**config.mk**
```make
export PLATFORM = sky130hd
export DESIGN_NAME = next_fit_handle_allocator
export DESIGN_NICKNAME = d
export VERILOG_FILES = /design/src/hw/rtl/nfha_pkg.sv /design/src/hw/rtl/nfha_owner_mem.sv /design/src/hw/rtl/nfha_slot_search.sv /design/src/hw/rtl/next_fit_handle_allocator.sv
export VERILOG_INCLUDE_DIRS = /design/src /design/src/hw/rtl
export SDC_FILE = /design/constraint.sdc
export NUM_CORES = 1
export LEC_CHECK = 0
export ABC_AREA = 1
export BUFFER_PORTS_ARGS = -buffer_cell sky130_fd_sc_hd__buf_2
export CAP_MARGIN = 20
export CORE_MARGIN = 2
export CORE_UTILIZATION = 40
export DETAILED_ROUTE_END_ITERATION = 8
export PLACE_DENSITY = 0.55
export SYNTH_ARGS = -nofsm -noshare
export SYNTH_HDL_FRONTEND = slang
export SYNTH_HIERARCHICAL = 1
export SYNTH_SLANG_ARGS = --single-unit
```
**constraint.sdc**
```tcl
create_clock -name clk -period 3.8 [get_ports clk]
set_input_delay 0.19 -clock clk [delete_from_list [all_inputs] [get_ports clk]]
set_output_delay 0.19 -clock clk [all_outputs]
set_load 0.05 [all_outputs]
```
**src/hw/rtl/next_fit_handle_allocator_defines.svh**
```systemverilog
// Assertion macros for the next-fit handle allocator.
// Each macro expects clk and arst_n to be visible where it is used.
`ifndef NEXT_FIT_HANDLE_ALLOCATOR_DEFINES_SVH
`define NEXT_FIT_HANDLE_ALLOCATOR_DEFINES_SVH

// Property that must hold at every clock edge out of reset.
`define NFHA_ASSERT(lbl, prop, msg) \
	lbl: assert property (@(posedge clk) disable iff (!arst_n) (prop)) else $error(msg);

// Condition that must never be seen out of reset.
`define NFHA_NEVER(lbl, cond, msg) \
	lbl: assert property (@(posedge clk) disable iff (!arst_n) !(cond)) else $error(msg);

`endif

```
**src/hw/rtl/nfha_pkg.sv**
```systemverilog
// Package for the next-fit handle allocator: request and response beat types
// and the request, status and state codes. Depends on nothing.
`timescale 1ns / 1ps

package nfha_pkg;

	typedef enum logic [1:0] {
		REQ_ALLOC    = 2'd0,
		REQ_RELEASE  = 2'd1,
		REQ_IS_VALID = 2'd2,
		REQ_IS_ALLOC = 2'd3
	} req_code_t;

	typedef enum logic [1:0] {
		STAT_OK      = 2'd0,
		STAT_NO_FREE = 2'd1,
		STAT_RANGE   = 2'd2
	} status_t;

	typedef struct packed {
		req_code_t   req_type;
		logic [7:0]  handle;
		logic [15:0] requester_id;
	} req_t;

	typedef struct packed {
		logic [3:0] handle_out;
		status_t    status;
		logic       answer;
		logic [4:0] free_count;
	} rsp_t;

	typedef enum logic [1:0] {
		ST_IDLE = 2'b01,
		ST_EXEC = 2'b10
	} state_t;

endpackage

```
**src/hw/rtl/nfha_owner_mem.sv**
```systemverilog
// Owner id store of the handle allocator: one write port, one read port,
// registered read data. Depends on nothing.
`timescale 1ns / 1ps

module nfha_owner_mem #(
	parameter int DEPTH = 16,
	parameter int WIDTH = 16,
	parameter int AW    = 4
) (
	input  logic             clk,
	input  logic             we,
	input  logic [AW-1:0]    waddr,
	input  logic [WIDTH-1:0] wdata,
	input  logic             re,
	input  logic [AW-1:0]    raddr,
	output logic [WIDTH-1:0] rdata
);

	logic [WIDTH-1:0] mem_q [DEPTH];
	logic [WIDTH-1:0] rdata_q;

	always_ff @(posedge clk) begin
		if (we) begin
			mem_q[waddr] <= wdata;
		end
	end

	always_ff @(posedge clk) begin
		if (re) begin
			rdata_q <= mem_q[raddr];
		end
	end

	assign rdata = rdata_q;

endmodule

```
**src/hw/rtl/nfha_slot_search.sv**
```systemverilog
// Rotated find-first-free over the slot assigned marks, starting at the
// search pointer and wrapping round. Depends on nothing.
`timescale 1ns / 1ps

module nfha_slot_search #(
	parameter int N  = 16,
	parameter int AW = 4
) (
	input  logic [N-1:0]  assigned,
	input  logic [AW-1:0] ptr,
	output logic          found,
	output logic [AW-1:0] slot
);

	logic [N-1:0] free_v;
	logic [N-1:0] above;
	logic [N-1:0] pick;
	logic [N-1:0] lowest;

	always_comb begin
		free_v = ~assigned;
		for (int i = 0; i < N; i++) begin
			above[i] = free_v[i] && ((AW+1)'(i) >= {1'b0, ptr});
		end
		// Free slots at or past the pointer win; otherwise wrap to the bottom.
		pick   = (|above) ? above : free_v;
		lowest = pick & (~pick + N'(1));
		slot   = '0;
		for (int i = 0; i < N; i++) begin
			if (lowest[i]) begin
				slot = slot | AW'(i);
			end
		end
		found = |free_v;
	end

endmodule

```
**src/hw/rtl/next_fit_handle_allocator.sv**
```systemverilog
// Next-fit handle allocator: top level. Uses nfha_pkg, nfha_owner_mem,
// nfha_slot_search and next_fit_handle_allocator_defines.svh.
// A request beat is accepted only in the idle state; the owner memory read at
// its handle is registered ahead of the execute step, which writes the response
// beat once the response register is free. A new request waits for that commit.
// Reset (arst_n low) frees every slot, zeroes the search pointer, sets the free
// count to NUM_HANDLES and clears check_owner; owner ids are not cleared.
`timescale 1ns / 1ps

module next_fit_handle_allocator #(
	parameter int NUM_HANDLES = 16,
	parameter int OWNER_BITS  = 16
) (
	input  logic          clk,
	input  logic          arst_n,
	input  logic          req_valid,
	output logic          req_stall,
	input  nfha_pkg::req_t req,
	output logic          rsp_valid,
	input  logic          rsp_stall,
	output nfha_pkg::rsp_t rsp,
	input  logic          cfg_valid,
	output logic          cfg_ready,
	input  logic          cfg_data
);

	import nfha_pkg::*;

	`include "next_fit_handle_allocator_defines.svh"

	localparam int IDX_W = $clog2(NUM_HANDLES);
	localparam int CNT_W = $clog2(NUM_HANDLES + 1);

	// Control state. The assigned marks live in flip-flops so that reset can
	// free every slot at once; owner ids live in the synchronous memory.
	state_t           state_q;
	logic [NUM_HANDLES-1:0] assigned_q;
	logic [IDX_W-1:0] ptr_q;
	logic [CNT_W-1:0] free_q;
	logic             check_owner_q;
	logic             rsp_valid_q;
	rsp_t             rsp_q;

	// The request is captured at the accept edge, while the owner memory is
	// read at the requested handle in the same cycle.
	req_t             req_s1;
	logic             in_range_s1;
	logic [OWNER_BITS-1:0] who_s1;

	logic             accept;
	logic             commit;
	logic             in_range;
	logic [OWNER_BITS+15:0] who_ext;
	logic [IDX_W-1:0] idx_s1;
	logic [OWNER_BITS-1:0] owner_rd;
	logic             srch_found;
	logic [IDX_W-1:0] srch_slot;

	// Execute-step results.
	logic             set_en;
	logic             clr_en;
	logic [IDX_W-1:0] ptr_nxt;
	logic [CNT_W-1:0] free_nxt;
	logic [IDX_W-1:0] grant;
	status_t          stat;
	logic             ans;
	logic [IDX_W+3:0] grant_ext;
	logic [CNT_W+4:0] free_ext;

	assign accept    = req_valid && !req_stall;
	assign req_stall = (state_q != ST_IDLE);
	// The response register is free when empty or when its beat leaves now.
	assign commit    = (state_q == ST_EXEC) && (!rsp_valid_q || !rsp_stall);
	assign cfg_ready = 1'b1;

	assign in_range = {1'b0, req.handle} < 9'(NUM_HANDLES);
	assign who_ext  = {{OWNER_BITS{1'b0}}, req.requester_id};
	assign idx_s1   = req_s1.handle[IDX_W-1:0];

	nfha_owner_mem #(
		.DEPTH (NUM_HANDLES),
		.WIDTH (OWNER_BITS),
		.AW    (IDX_W)
	) u_owner_mem (
		.clk   (clk),
		.we    (commit && set_en),
		.waddr (srch_slot),
		.wdata (who_s1),
		.re    (accept),
		.raddr (req.handle[IDX_W-1:0]),
		.rdata (owner_rd)
	);

	nfha_slot_search #(
		.N  (NUM_HANDLES),
		.AW (IDX_W)
	) u_slot_search (
		.assigned (assigned_q),
		.ptr      (ptr_q),
		.found    (srch_found),
		.slot     (srch_slot)
	);

	// Execute step: decide the response and the state update for one request.
	always_comb begin
		set_en   = 1'b0;
		clr_en   = 1'b0;
		ptr_nxt  = ptr_q;
		free_nxt = free_q;
		grant    = '0;
		stat     = STAT_OK;
		ans      = 1'b0;
		unique case (req_s1.req_type)
			REQ_ALLOC: begin
				if (srch_found) begin
					set_en   = 1'b1;
					grant    = srch_slot;
					free_nxt = free_q - CNT_W'(1);
					ptr_nxt  = (srch_slot == IDX_W'(NUM_HANDLES - 1)) ? '0
					           : srch_slot + IDX_W'(1);
				end else begin
					stat = STAT_NO_FREE;
				end
			end
			REQ_RELEASE: begin
				if (!in_range_s1) begin
					stat = STAT_RANGE;
				end else if (assigned_q[idx_s1]) begin
					clr_en   = 1'b1;
					free_nxt = free_q + CNT_W'(1);
				end
			end
			REQ_IS_VALID: begin
				if (in_range_s1) begin
					ans = assigned_q[idx_s1] && (!check_owner_q || owner_rd == who_s1);
				end
			end
			REQ_IS_ALLOC: begin
				if (!in_range_s1) begin
					stat = STAT_RANGE;
				end else begin
					ans = assigned_q[idx_s1];
				end
			end
			default: begin
				stat = STAT_OK;
			end
		endcase
		grant_ext = {4'b0, grant};
		free_ext  = {5'b0, free_nxt};
	end

	always_ff @(posedge clk) begin
		if (accept) begin
			req_s1      <= req;
			in_range_s1 <= in_range;
			who_s1      <= who_ext[OWNER_BITS-1:0];
		end
		if (commit) begin
			rsp_q.handle_out <= grant_ext[3:0];
			rsp_q.status     <= stat;
			rsp_q.answer     <= ans;
			rsp_q.free_count <= free_ext[4:0];
		end
	end

	always_ff @(posedge clk or negedge arst_n) begin
		if (!arst_n) begin
			state_q       <= ST_IDLE;
			assigned_q    <= '0;
			ptr_q         <= '0;
			free_q        <= CNT_W'(NUM_HANDLES);
			check_owner_q <= 1'b0;
			rsp_valid_q   <= 1'b0;
		end else begin
			if (cfg_valid && cfg_ready) begin
				check_owner_q <= cfg_data;
			end
			unique case (state_q)
				ST_IDLE: begin
					if (accept) begin
						state_q <= ST_EXEC;
					end
				end
				ST_EXEC: begin
					if (commit) begin
						state_q <= ST_IDLE;
					end
				end
				default: begin
					state_q <= ST_IDLE;
				end
			endcase
			if (commit) begin
				ptr_q  <= ptr_nxt;
				free_q <= free_nxt;
				if (set_en) begin
					assigned_q[srch_slot] <= 1'b1;
				end
				if (clr_en) begin
					assigned_q[idx_s1] <= 1'b0;
				end
			end
			if (commit) begin
				rsp_valid_q <= 1'b1;
			end else if (!rsp_stall) begin
				rsp_valid_q <= 1'b0;
			end
		end
	end

	assign rsp_valid = rsp_valid_q;
	assign rsp       = rsp_q;

	// The free count must always agree with the number of clear assigned marks.
	`NFHA_ASSERT(a_free_matches, free_q == CNT_W'(NUM_HANDLES - $countones(assigned_q)), "free count")
	// Only one request may be in flight: after an accept the input stalls.
	`NFHA_ASSERT(a_one_in_flight, accept |=> req_stall, "second request accepted in flight")
	// A new response beat appears only from the execute step.
	`NFHA_ASSERT(a_rsp_from_exec, $rose(rsp_valid_q) |-> $past(state_q == ST_EXEC), "stray beat")
	// A waiting response must not be overwritten by the next request.
	`NFHA_NEVER(a_no_overwrite, commit && rsp_valid_q && rsp_stall, "response overwritten")

endmodule
```
Word level (Yosys, flattened, before mapping)

Memory sizes are Yosys's and may differ from the RTL's. A register that Yosys moved wholly into a read port is not among the register bits.
Cells that the tools add are included.

Logic and storage cells: 138
Output and inout port bits: 15
Input port bits: 32
Memories: 1
Register bits: 64
Memory bits (writable): 256

Memory list:

| name              | depth | width | rd ports | clocked after Yosys merged registers in | write ports | line                 | text |
|---|---|---|---|---|---|---|---|
| u_owner_mem.mem_q | 16    | 16    | 1        | 1                                       | 1           | nfha_owner_mem.sv:19 | `logic [WIDTH-1:0] mem_q [DEPTH];` |

Bitwise logic cells: 6
Mux-type cells: 48
$add $sub $neg: 4
Magnitude comparators: 20
Reduce and logical (&&, ||, !) cells: 34
Equal/unequal tests: 11

Operator list:

| cell                                                                  | number |
|---|---|
| 16-bit 2-to-1 mux                                                     | 3 |
| 16-bit inverter                                                       | 3 |
| 4-bit 2-to-1 mux                                                      | 9 |
| 16-bit AND                                                            | 2 |
| 16-bit OR reduction                                                   | 2 |
| 4-bit >= comparator, first input constant                             | 7 |
| 1-bit logical AND                                                     | 21 |
| 16-bit by 1-bit adder with 16-bit output, second input constant       | 1 |
| 16-bit == test                                                        | 1 |
| 3-bit by 4-bit >= comparator with 1-bit output, first input constant  | 4 |
| 1-bit 2-to-1 mux                                                      | 16 |
| 16-bit OR                                                             | 1 |
| 15-bit 2-to-1 mux                                                     | 1 |
| 5-bit 2-to-1 mux                                                      | 3 |
| 3-bit 2-to-1 mux                                                      | 4 |
| 4-bit by 5-bit < comparator with 1-bit output, second input constant  | 2 |
| 2-bit 2-to-1 mux                                                      | 5 |
| 5-bit one-hot mux with 2 select lines                                 | 1 |
| 1-bit demux with 4-bit select                                         | 2 |
| 1-bit by 4-bit >= comparator with 1-bit output, first input constant  | 2 |
| 2-bit by 4-bit >= comparator with 1-bit output, first input constant  | 2 |
| 4-bit by 1-bit >= comparator with 1-bit output, second input constant | 2 |
| 8-bit by 5-bit < comparator with 1-bit output, second input constant  | 1 |
| 2-bit one-hot mux with 2 select lines                                 | 2 |
| other kinds (16)                                                      | 26 |

Logic depth before layout (Yosys ltp)

Word-level depth: 31
Depth in mapped cells: 25
Depth with buffers taken out: 23

Cells and area by module

Netlist, hierarchy kept.

Modules (own cells, without submodules):

| module                    | cells each | times used | area an instance (um^2) |
|---|---|---|---|
| nfha_owner_mem            | 1,074      | 1          | 11,541.1 |
| next_fit_handle_allocator | 358        | 1          | 3,200.6 |
| nfha_slot_search          | 201        | 1          | 964.7 |

Worst setup path before layout

OpenSTA, ideal clock, no wires.

Path kind: register -> register
Start: register ptr_q[1]
End: memory u_owner_mem.mem_q[10][0], enable pin
Data arrival time: 2,924 ps
Path slack: 488 ps
Period minus slack after synthesis: 3,312 ps
Setup time: 388 ps
Cell stages (with the launch flop): 17
Path through: dfrtp_1 > buf_2 > nor2_4 > nand3_1 > nand2_1 > nor2_1 > nand2_1 > nor2_2 > buf_6 > o21bai_1 > nand2_1 > inv_1 > nand2_1 > o21ai_0 > nand4_1 > nand3b_1 > nor2_1

Elaborated cells on any way between the ends: 50

RTL lines:

| what                                                                         | line                             | text |
|---|---|---|
| start: declaration                                                           | next_fit_handle_allocator.sv:38  | `logic [IDX_W-1:0] ptr_q;` |
| start signal: assignment                                                     | next_fit_handle_allocator.sv:195 | `ptr_q <= ptr_nxt;` |
| 1-bit by 4-bit >= comparator with 1-bit output, or another cell as far along | nfha_slot_search.sv:23           | `above[i] = free_v[i] && ((AW+1)'(i) >= {1'b0, ptr});` |
| 1-bit logical AND                                                            | nfha_slot_search.sv:23           |  |
| 16-bit OR reduction                                                          | nfha_slot_search.sv:26           | `pick = (\|above) ? above : free_v;` |
| 15-bit 2-to-1 mux (*)                                                        | nfha_slot_search.sv:26           |  |
| 16-bit inverter                                                              | nfha_slot_search.sv:27           | `lowest = pick & (~pick + N'(1));` |
| 16-bit by 1-bit adder with 16-bit output                                     | nfha_slot_search.sv:27           |  |
| 16-bit AND (*)                                                               | nfha_slot_search.sv:27           |  |
| 3-bit 2-to-1 mux (4 in a row)                                                | nfha_slot_search.sv:30           | `if (lowest[i]) begin` |
| 4-bit 2-to-1 mux (7 in a row)                                                | nfha_slot_search.sv:30           |  |
| 4-bit 2-to-1 mux (*)                                                         | nfha_slot_search.sv:30           |  |
| via srch_slot[2]                                                             | next_fit_handle_allocator.sv:57  | `logic [IDX_W-1:0] srch_slot;` |
| end: declaration                                                             | nfha_owner_mem.sv:19             |  |

Mark *: on every way through the listed nets, which the timed path passes. The rest lies on a longest branch.

Worst setup path in the final report

Start: register ptr_q[2]
End: memory u_owner_mem.mem_q[7][8], enable pin

Elaborated cells on any way between the ends: 50

RTL lines:

| what                                                                         | line |
|---|---|
| 1-bit by 4-bit >= comparator with 1-bit output, or another cell as far along | nfha_slot_search.sv:23 |
| 1-bit logical AND                                                            | nfha_slot_search.sv:23 |
| 16-bit OR reduction                                                          | nfha_slot_search.sv:26 |
| 15-bit 2-to-1 mux (*)                                                        | nfha_slot_search.sv:26 |
| 16-bit inverter                                                              | nfha_slot_search.sv:27 |
| 16-bit by 1-bit adder with 16-bit output                                     | nfha_slot_search.sv:27 |
| 16-bit AND (*)                                                               | nfha_slot_search.sv:27 |
| 4-bit 2-to-1 mux (7 in a row)                                                | nfha_slot_search.sv:30 |
| 4-bit 2-to-1 mux (*)                                                         | nfha_slot_search.sv:30 |
| via srch_slot[3]                                                             | next_fit_handle_allocator.sv:57 |

Marked as above.

==> metrics <==
outcome=finished clean; Syn Std Cell Area=0.0157 mm^2; CP peak stage delay=0.53 ns; DIE WIDTH=202 um; IR Drop Worst-Case VDD=0.446 mV; synthesized flop and latch total=336; most frequent cells in the layout=503 x nand2_1, 307 x edfxtp_1, 275 x inv_1; slowest CP cell=dfrtp_1; synthesized area divided by synthesized cell count=9.62 um^2; share of synthesized area occupied by flip-flops and latches=63.3%; count of cell types in the netlist=44; later-pin clock latency in the skew report=0.54 ns; effective utilization at floorplan=40.5%; worst max-slew margin expressed relative to the limit=39.9%; cell repeated most along the worst path=nand2_1; synthesis-to-finish area growth=15.8%; core outline area=0.0387 mm^2; number of sinks driven by the clock tree=around 340; startpoint class of the critical path=flip-flop; path category of the worst min-delay check=in2reg; number of H-tree branching levels=2; Final Setup Violations=0; CP cell instances=nand2_4, o21ai_4, nand3_1, nor2_1, nand2_1, nand2_1, nand2_1, nand2_1, nor2_1, nand3_1, nand2_1, nor2_1, nand2_1, nand3b_1, nor2_2, buf_12; total of max-cap violations=0; post-DR vias/cell=just under 5; setup slack of the critical path after layout=around 0.3 ns; Synthesized Nets=1671; Hold Vio Cnt, Final=0; number of buffers inserted during clock tree synthesis=37; routed wirelength normalized by instance count=17.8 um; Sum Neg Setup Slack=0 ns; type of element capturing the critical path=flip-flop; count of yosys warnings during synthesis=6; area of the die=0.0409 mm^2; overall overflow remaining after global route=0; pre-CTS setup slack=0.306 ns; transition at the pin with the smallest max-transition slack=0.901 ns; power density over the cells=524 mW/mm^2; upper clock frequency limit=0.285 GHz; global-route wire length before repair=62400 um; number of port buffers=between 40 and 50; largest net degree at the start of global routing=66; antenna cell count=0; total count of max-transition violations in the final report=0; fraction of layout instances using a drive strength above 1=12.1%; crit path max fanout=16; Die H=between 200 and 250 um; number of fillers in the final layout=3681; Core Rows=72; antenna violations before repair=0; post-route clock skew=0.0129 ns; final critical path time including I/O delays and setup=3.50 ns; share of the cycle needed by the critical path after routing=92.2%; I/O pin count=47; worst path bufs/invs=1; Root Buffer=clkbuf_16; number of vias after detailed routing=11176; Req. time, crit path=around 4.0 ns; number of DRC violations after detailed routing=0; placer congestion estimate=0.893; Crit path max-delay family=simple AND/OR/NAND/NOR gates; antenna viol nets, final=0; leading cell type in the layout, fill and taps excluded=nand2_1; Critical Path AT=3.75 ns; clock buffer depth=3; routed wire length=40700 um; post-synthesis cell count=1633; buffers inserted during post-CTS setup optimization=0; detailed-routing iteration count for the pre-antenna-repair pass=7; clock-pin slew on the worst setup and hold paths=0.06 ns; Iter 0 DRT Violations=~900; category of the most critical setup path=reg2reg; total global routing track utilization=20.1%; total leakage power=between 8 and 9 nW; CTS tree=yes; HPWL after detailed placement=25800 um; number of global-route vias before repair=10823; Nets=around 1800; setup repair after global routing missed its margin=false
synthesized netlist by cell type, drive strengths merged:
cell type | n | area share (%)
xnor2 | 9 | 0.50
inv | 284 | 6.8
ha | 6 | 0.48
a21oi | 11 | 0.37
mux2 | 1 | 0.072
o21a | 1 | 0.048
or2 | 2 | 0.080
nand3 | 248 | 8.0
clkbuf | 10 | 0.24
dfstp | 2 | 0.33
dfrtp | 27 | 4.3
o21bai | 2 | 0.12
nor2 | 95 | 2.6
buf | 49 | 2.1
o211ai | 1 | 0.048
edfxtp | 307 | 59
nor3 | 5 | 0.16
o22ai | 1 | 0.040
o2111ai | 1 | 0.056
o32ai | 1 | 0.056
o21ai | 25 | 0.87
nand3b | 3 | 0.14
a21boi | 1 | 0.048
nand2 | 519 | 13
a22oi | 1 | 0.048
nor4 | 4 | 0.16
nand4 | 7 | 0.28
conb | 1 | 0.024
xor2 | 3 | 0.17
a31oi | 6 | 0.24
path summary, 6_finish.rpt:
kind / start / end / slack, ns / cells after the start
worst max-delay path: ptr_q[2]$_DFFE_PN0P_ / u_owner_mem/mem_q[7][8]$_DFFE_PP_ / 0.30 / 16
worst max register to register: ptr_q[2]$_DFFE_PN0P_ / u_owner_mem/mem_q[7][8]$_DFFE_PP_ / 0.30 / 16
worst min register to register: free_q[4]$_DFFE_PN1P_ / free_q[4]$_DFFE_PN1P_ / 0.49 / 2
worst min-delay path: req[19] / idx_s1[3]$_DFFE_PP_ / 0.17 / 1
max in group asynchronous: arst_n / check_owner_q$_DFFE_PN0P_ / 3.08 / 2
min in group asynchronous: arst_n / assigned_q[15]$_DFFE_PN0P_ / 0.25 / 2
registers in the layout (all words and copies together) (netlist names):
register / count
idx_s1: 4
ptr_q: 4
u_owner_mem/rdata: 16
rsp: 12
rsp_valid: 1
check_owner_q: 1
free_q: 5
u_owner_mem/mem_q: 256
req_s1: 2
who_s1: 16
assigned_q: 16
in_range_s1: 1
state_q: 2
kinds of logic after synthesis:
kind of cell / share of synthesized area (%)
other: 0.0239
AOI/OAI and AO/OA: 1.94
DFF: 63.3
muxes: 0.0717
xor gates and xnor gates: 0.669
adders and majority gates: 0.478
and+or+nand+nor: 24.3
buffers and inverters: 9.14
through the flow:
step	cells	instance area (um^2)	utilization [%]	hold slack, ns	power, mW
5_1_grt	2286	18200	46.9	0.161	9.94
4_1_cts	2286	18200	46.9	0.145	9.59
3_5_place_dp	2194	16800	43.4	0.291	6.22
3_3_place_gp	2194	16800	43.4	0.279	6.21
6_report	2286	18200	46.9	0.169	9.52
2_1_floorplan	1633	15700	-	-0.106	5.60
timing repair:
action / CTS / global route
hold buffers: 24 / 0
resized for setup: 0 / 4
endpoints found under the setup margin: 0 / 242
hold endpoints to repair: 48 / 0
power breakdown:
group,switching (mW),leakage [nW],internal [mW]
sequential,0.128,3.10,4.20
combinational,1.33,4.41,0.515
clock,1.45,0.534,1.88
total,2.92,8.04,6.60
layout make-up:
type	instances	area [um^2]	area share (%)
Inverter	284	1070	5.88
Multi-Input combinational cell	954	4380	24.1
Timing Repair Buffer	126	1030	5.68
Clock inverter	18	129	0.709
Tap cell	518	648	3.56
Sequential cell	336	9950	54.7
Clock buffer	50	975	5.36
layer usage:
metal | wire length [um] | vias to the layer above | GRT usage [%] | part of all wire, %
met1 | 17700 | 5326 | 26.2 | 44
li1 | - | 5478 | - | -
met5 | 0 | - | 0 | 0
met3 | 1970 | 67 | 3.00 | 4.8
met4 | 1120 | 0 | 6.39 | 2.7
met2 | 19900 | 305 | 34.5 | 49
Power figures use the tool's default switching activity.
